### config.mk
export PLATFORM = sky130hd
export DESIGN_NAME = fmtc_fifo
export DESIGN_NICKNAME = d
export VERILOG_FILES = /design/src/sv/fmtc_pkg.sv /design/src/sv/fmtc_fifo.sv
export SDC_FILE = /design/constraint.sdc
export NUM_CORES = 1
export LEC_CHECK = 0
export ABC_AREA = 1
export BUFFER_PORTS_ARGS = -buffer_cell sky130_fd_sc_hd__buf_2
export CAP_MARGIN = 30
export CORE_ASPECT_RATIO = 1.2
export CORE_MARGIN = 1
export CORE_UTILIZATION = 50
export CTS_BUF_LIST = sky130_fd_sc_hd__clkbuf_16
export CTS_CLUSTER_DIAMETER = 80
export CTS_CLUSTER_SIZE = 12
export DETAILED_ROUTE_END_ITERATION = 8
export HOLD_SLACK_MARGIN = 0.08
export PLACE_DENSITY = 0.75
export SLEW_MARGIN = 20
export SYNTH_ARGS = -nofsm -noshare
export SYNTH_HDL_FRONTEND = slang
export SYNTH_SLANG_ARGS = --single-unit
### constraint.sdc
create_clock -name clk_i -period 11.85 [get_ports clk_i]
set_input_delay 0.5925 -clock clk_i [delete_from_list [all_inputs] [get_ports clk_i]]
set_output_delay 0.5925 -clock clk_i [all_outputs]
set_load 0.02 [all_outputs]
### src/sv/fmtc_pkg.sv
// Shared types, constants and register codes of the Fourier mesh table correction block.
`timescale 1ns / 1ps
`default_nettype none
package fmtc_pkg;

  localparam int unsigned TABLE_DEPTH_DEF = 1024;
  localparam int unsigned MESH_MAX_DEF    = 1024;
  localparam int unsigned FIFO_DEPTH      = 4;

  localparam int unsigned COORD_W  = 10;
  localparam int unsigned VAL_W    = 32;
  localparam int unsigned MESH_W   = 13;
  localparam int unsigned MODE_W   = 14;
  localparam int unsigned M2_W     = 2 * MODE_W;
  localparam int unsigned MANT_W   = 31;
  localparam int unsigned FRAC_W   = 16;
  localparam int unsigned EXP_W    = 5;
  localparam int unsigned LOG_W    = EXP_W + FRAC_W;
  localparam int unsigned CFG_IDX_W  = 3;
  localparam int unsigned CFG_DATA_W = 32;

  localparam logic [16:0] ONE_Q16 = 17'd65536;
  localparam logic [33:0] ONE_Q24 = 34'd16777216;

  localparam logic [10:0] MESH_RESET  = 11'd256;
  localparam logic [23:0] SCALE_RESET = 24'd65536;

  typedef enum logic {
    OP_LOAD = 1'b0,
    OP_CELL = 1'b1
  } op_e;

  typedef enum logic [CFG_IDX_W-1:0] {
    CFG_MESH_SIZE     = 3'd0,
    CFG_STEP_SCALE    = 3'd1,
    CFG_STEP_OFFSET   = 3'd2,
    CFG_ROW_BLEND     = 3'd3,
    CFG_DENSITY_RATIO = 3'd4
  } cfg_idx_e;

  typedef struct packed {
    logic [MESH_W-1:0]       mesh_n;
    logic [23:0]             scale;
    logic signed [31:0]      offset;
    logic [16:0]             blend;
    logic [23:0]             density;
  } cfg_t;

  typedef struct packed {
    op_e                     op;
    logic [COORD_W-1:0]      ti;
    logic signed [VAL_W-1:0] lo;
    logic signed [VAL_W-1:0] hi;
    logic [M2_W-1:0]         m2;
    logic signed [VAL_W-1:0] re;
    logic signed [VAL_W-1:0] im;
  } entry_t;

  typedef struct packed {
    op_e                     op;
    logic                    dc;
    logic [COORD_W-1:0]      ti;
    logic signed [VAL_W-1:0] lo;
    logic signed [VAL_W-1:0] hi;
    logic signed [VAL_W-1:0] re;
    logic signed [VAL_W-1:0] im;
  } side_t;

endpackage
`default_nettype wire

### src/sv/fmtc_fifo.sv
// Short queue between the classifying front and the arithmetic back.
`timescale 1ns / 1ps
`default_nettype none
module fmtc_fifo #(
  parameter int unsigned DEPTH = fmtc_pkg::FIFO_DEPTH,
  localparam int unsigned AW = $clog2(DEPTH),
  localparam int unsigned CW = $clog2(DEPTH + 1)
) (
  input  wire logic            clk_i,
  input  wire logic            rst_ni,
  input  wire logic            push_i,
  input  wire fmtc_pkg::entry_t data_i,
  output logic                 full_o,
  input  wire logic            pop_i,
  output fmtc_pkg::entry_t     data_o,
  output logic                 empty_o
);

  fmtc_pkg::entry_t mem_q [DEPTH];
  logic [AW-1:0] wptr_q, wptr_d;
  logic [AW-1:0] rptr_q, rptr_d;
  logic [CW-1:0] count_q, count_d;

  assign full_o  = (count_q == CW'(DEPTH));
  assign empty_o = (count_q == '0);
  assign data_o  = mem_q[rptr_q];

  always_comb begin
    wptr_d  = wptr_q;
    rptr_d  = rptr_q;
    count_d = count_q;
    if (push_i) begin
      wptr_d = (wptr_q == AW'(DEPTH - 1)) ? '0 : wptr_q + 1'b1;
    end
    if (pop_i) begin
      rptr_d = (rptr_q == AW'(DEPTH - 1)) ? '0 : rptr_q + 1'b1;
    end
    if (push_i && !pop_i) begin
      count_d = count_q + 1'b1;
    end else if (pop_i && !push_i) begin
      count_d = count_q - 1'b1;
    end
  end

  always_ff @(posedge clk_i or negedge rst_ni) begin
    if (!rst_ni) begin
      wptr_q  <= '0;
      rptr_q  <= '0;
      count_q <= '0;
    end else begin
      wptr_q  <= wptr_d;
      rptr_q  <= rptr_d;
      count_q <= count_d;
    end
  end

  always_ff @(posedge clk_i) begin
    if (push_i) begin
      mem_q[wptr_q] <= data_i;
    end
  end

  a_no_overflow: assert property (@(posedge clk_i) disable iff (!rst_ni)
    push_i |-> !full_o) else $error("queue push while full");
  a_no_underflow: assert property (@(posedge clk_i) disable iff (!rst_ni)
    pop_i |-> !empty_o) else $error("queue pop while empty");
  a_count_bound: assert property (@(posedge clk_i) disable iff (!rst_ni)
    count_q <= CW'(DEPTH)) else $error("queue count out of bound");
  a_count_inc: assert property (@(posedge clk_i) disable iff (!rst_ni)
    (push_i && !pop_i) |=> count_q == $past(count_q) + 1'b1)
    else $error("queue count did not advance");

endmodule
`default_nettype wire

# Word level (Yosys, flattened, before mapping)
# Memories as Yosys holds them, arrays and structs flattened.
# Cells that the tools add are included.
[op_classes] addsub=4 eq_ne=3 n_mux=6 n_reduce_logical=6
[op_table] cell="two-way mux 3 bit" count=2
[op_table] cell="adder 2 x 1 -> 2 bit, second input constant" count=2
[op_table] cell="== test 2 bit, second input constant" count=2
[op_table] cell="two-way mux 2 bit" count=2
[op_table] cell="adder 3 x 1 -> 3 bit, second input constant" count=1
[op_table] cell="== test 3 bit, second input constant" count=1
[op_table] cell="zero test 3 bit" count=1
[op_table] cell="subtractor 3 x 1 -> 3 bit, second input constant" count=1
[op_table] cell="logical AND 1 bit" count=2
[op_table] cell="zero test 1 bit" count=2
[op_table] cell="two-way mux 1 bit" count=2
[op_table] cell="nonzero test 2 bit" count=1
[totals] reg_bits=7 ram_bits=668 inputBits=171 output_inout_bits=169 word_cells=23 memories=1
[memory_table] memory="mem_q" depth=4 width=167 read_ports=1 rd_ports_with_merged_regs=0 wr=1 line_no="fmtc_fifo.sv:19" source="fmtc_pkg::entry_t mem_q [DEPTH];"

# Depth between registers and ports, before layout
[depth] depth_word=4 mapped_depth=9 mapped_depth_nobuf=9

# Least setup slack after synthesis
# No wires, ideal clock.
[synth_path] path_kind="register to register" from="register wptr_q[0]" to="memory mem_q[2][0] (netlist bit), enable pin" setup_time_ns=0.519 arrival_ns=3.869 slack_ns=7.461 stages_incl_launch_ff=5 path_buffers=0 synth_period_minus_slack_ns=4.389 path_cell_list="dfrtp_1 -> inv_1 -> ha_1 -> nand2_1 -> inv_1"
[synth_lines] item="from (decl)" line_no="fmtc_fifo.sv:20" source="logic [AW-1:0] wptr_q, wptr_d;"
[synth_lines] item="from (signal assigned)" line_no="fmtc_fifo.sv:51" source="wptr_q <= wptr_d;"
[synth_lines] item="to (decl)" line_no="fmtc_fifo.sv:19"
# No word-level cell before the write port.

==> impl_metrics.json <==
{
  "reg2reg_to": "mem_q[2][67]$_DFFE_PP_",
  "fin_skew_ns": 0.0170,
  "worst-path-buf-inv": 3,
  "yosysTopAreaCell": "edfxtp_1",
  "p_per_area_nw_per_um2": 244,
  "arrival_ns": 3.43,
  "die_w_microns": 214,
  "hold_path_class": "input pin to flip-flop",
  "htreeDepth": 3,
  "drv_cap": 0,
  "ys_types": 19,
  "p_leak_nw": 12.4,
  "r2r_slack_ns": 9.21,
  "cts-resized-gates": 0,
  "crit_top_cell": "nand2_1",
  "r2r-start": "wptr_q[0]$_DFFE_PN0P_",
  "finalMaxSlewViolations": 0,
  "drtAntennaViolNets": 0,
  "drive_above_1_share_pct": 19.2,
  "max_slew_margin_pct": 17.9,
  "period_needed_ns": 4.02,
  "async_flop_share_pct": 1.04,
  "drt_iter0_drc": 1095,
  "max_clock_freq_mhz": 249,
  "postCtsSetupBuffers": 0,
  "core-area_sq_um": 53000,
  "grt_pass1_vias": 15900,
  "syn_inst": 2001,
  "wl_microns": 54700,
  "ys_ff_latch": 675,
  "path_class": "flip-flop to output pin",
  "grt_setup_unrepaired": "no",
  "drc": 0,
  "cts_root_buf": "clkbuf_16",
  "cts_buffer_depth": 3,
  "routabilityCongestion": 0.787,
  "pin_count": 340,
  "cp-startpoint": "rptr_q[0]$_DFFE_PN0P_",
  "crit_required_ns": 11.26,
  "setup_viol": 0,
  "cp_slowest_cell": "inv_8",
  "synth_area_sq_um": 27000,
  "num_rows": 92,
  "numPortBuffers": 339,
  "numCtsBuffers": 66,
  "clk_latency_ns": 0.58,
  "yosys.area.top_type_share_pct": 74.4,
  "worst_pin_slew_ns": 1.23,
  "viasPerCell": 5.24,
  "clkTransAtPathRegs_ns": 0.06,
  "cts_tree": "done",
  "vias": 15900,
  "routedWlPerCell_microns": 18.0,
  "worstSetupEndpointType": "output pin",
  "pre_cts_slack_ns": 8.32,
  "grt_start_max_net_pins": 257,
  "synth_edf_count": 668,
  "synth_flop_cell": "edfxtp_1",
  "cp-start-kind": "flip-flop",
  "synth_nets": 2179,
  "cp.depth": 6,
  "cp_top_family": "buffers and inverters",
  "ys_top_cells_by_area": "edfxtp_1 74%, o211ai_1 8.9%, nand2_1 7.2%",
  "hold_viol_final": 0,
  "cts_sinks": 675,
  "grt_first_pass_wirelength_microns": 85400,
  "synth_warnings": 0,
  "hpwlAfterDp_microns": 32100,
  "synth.yosys.seq_area_share_pct": 75.0,
  "synth_most_common_cell": "edfxtp_1",
  "critPathMaxFanout": 256,
  "r2r_cells": 5,
  "period_share_pct": 33.9,
  "fin_nets": 2492,
  "cp_slowest_stage_delay_ns": 0.71,
  "grt-ovfl-total": 0,
  "synth_commonest_cells": "668 x edfxtp_1, 517 x nand2_1, 345 x inv_1, 321 x o211ai_1, 44 x buf_2",
  "dr.pass1.iters": 5,
  "antenna_found_initial": 16,
  "dieArea_sq_um": 54900,
  "track_usage_pct": 20.0,
  "crit_end": "data_o[84]",
  "area_delta_synth_final_pct": 14.1,
  "die_h_microns": 256,
  "status": "complete, no violations",
  "fin_ws_ns": 7.83,
  "nFillCells": 4048,
  "ir_worst_vdd_uv": 179,
  "initial_core_util_pct": 50.9,
  "path_cells": "inv_8, buf_12, nand2_1, o211ai_1, nand2_1, buf_2",
  "setup_tns_ns": 0,
  "postSynthAreaPerCell_sq_um": 13.5
}
==> metrics by stage <==
stage | hold slack, ns | util (%) | cell area [sq um] | std cells | power [mW]
2_1_floorplan | 0.297 | - | 27000 | 2001 | 5.06
3_3_place_gp | 0.429 | 54.6 | 28900 | 2947 | 5.71
3_5_place_dp | 0.436 | 54.6 | 28900 | 2947 | 5.77
4_1_cts | 0.171 | 58.0 | 30700 | 3026 | 7.56
5_1_grt | 0.197 | 58.1 | 30800 | 3038 | 7.88
6_report | 0.219 | 58.1 | 30800 | 3041 | 7.50
==> where the power goes <==
group / switching (mW) / total (mW) / internal [mW] / leakage [nW]
combinational: 1.82 / 2.54 / 0.716 / 5.29
sequential: 0.115 / 3.18 / 3.06 / 6.22
clock: 0.784 / 1.79 / 1.00 / 0.879
total: 2.72 / 7.50 / 4.78 / 12.4
==> placed cells by master, fill, tap and decap left out, types with 2 or more instances in the layout <==
cell type / synthesis / routed
edfxtp_1: 668 / 668
nand2_1: 517 / 517
inv_1: 345 / 347
buf_2: 44 / 339
o211ai_1: 321 / 321
clkbuf_16: 0 / 67
o211ai_2: 13 / 13
diode_2: 0 / 12
buf_4: 8 / 11
inv_6: 0 / 8
ha_1: 6 / 6
dfrtp_1: 7 / 6
o21ai_0: 4 / 4
buf_12: 0 / 3
nor3_1: 2 / 2
buf_16: 0 / 2
==> worst reg2reg max path, stage by stage (launching register included) <==
cell	delay [ns]
dfrtp_1	0.41
inv_1	0.11
ha_1	0.16
nand2_1	0.10
inv_6	0.52
buf_4	0.83
==> repair_timing <==
| action | CTS | global route |
|---|---|---|
| endpoints found under the setup margin | 0 | 0 |
| hold buffers | 1 | 0 |
| hold endpoints to repair | 7 | 0 |
==> sequential cells by signal, indices dropped and copies added, names as in the netlist <==
name / flops
count_q: 3
mem_q: 668
rptr_q: 2
wptr_q: 2
==> how the worst min path moves through the flow <==
stage                start                 endpoint  slack (ns)  depth (start not counted)
6_report        data_i[17]   mem_q[1][17]$_DFFE_PP_        0.22                          1
5_1_grt         data_i[24]   mem_q[1][24]$_DFFE_PP_        0.20                          1
4_1_cts        data_i[158]  mem_q[1][158]$_DFFE_PP_        0.17                          1
3_5_place_dp        rst_ni   count_q[0]$_DFFE_PN0P_        0.44                          1
3_3_place_gp        rst_ni   count_q[0]$_DFFE_PN0P_        0.43                          1
2_1_floorplan       rst_ni   count_q[0]$_DFFE_PN0P_        0.30                          0
==> cells by family after synthesis <==
group           synth area share, %
fa+ha+maj                     0.352
simple gates                   7.29
buf+inv                        7.72
xor+xnor                     0.0325
flops                          75.0
compound gates                 9.61
==> metal layers <==
metal	global-route usage (%)	part of all wire, %	up-vias
met3	4.46	6.4	95
met2	35.7	52	448
met5	0	0.12	-
li1	-	-	7616
met4	8.69	2.8	12
met1	23.0	39	7766
==> cell type report <==
type | count | area [sq um] | area share [%]
flip-flops and latches | 675 | 20200 | 65.7
multi-input cells | 868 | 4660 | 15.1
repair buffers | 356 | 1900 | 6.18
clock buffers | 67 | 1680 | 5.45
inverters | 347 | 1340 | 4.34
well taps | 705 | 882 | 2.86
clock inverters | 11 | 62.6 | 0.203
diodes | 12 | 30.0 | 0.0975
(Power assumes the default switching activity.)
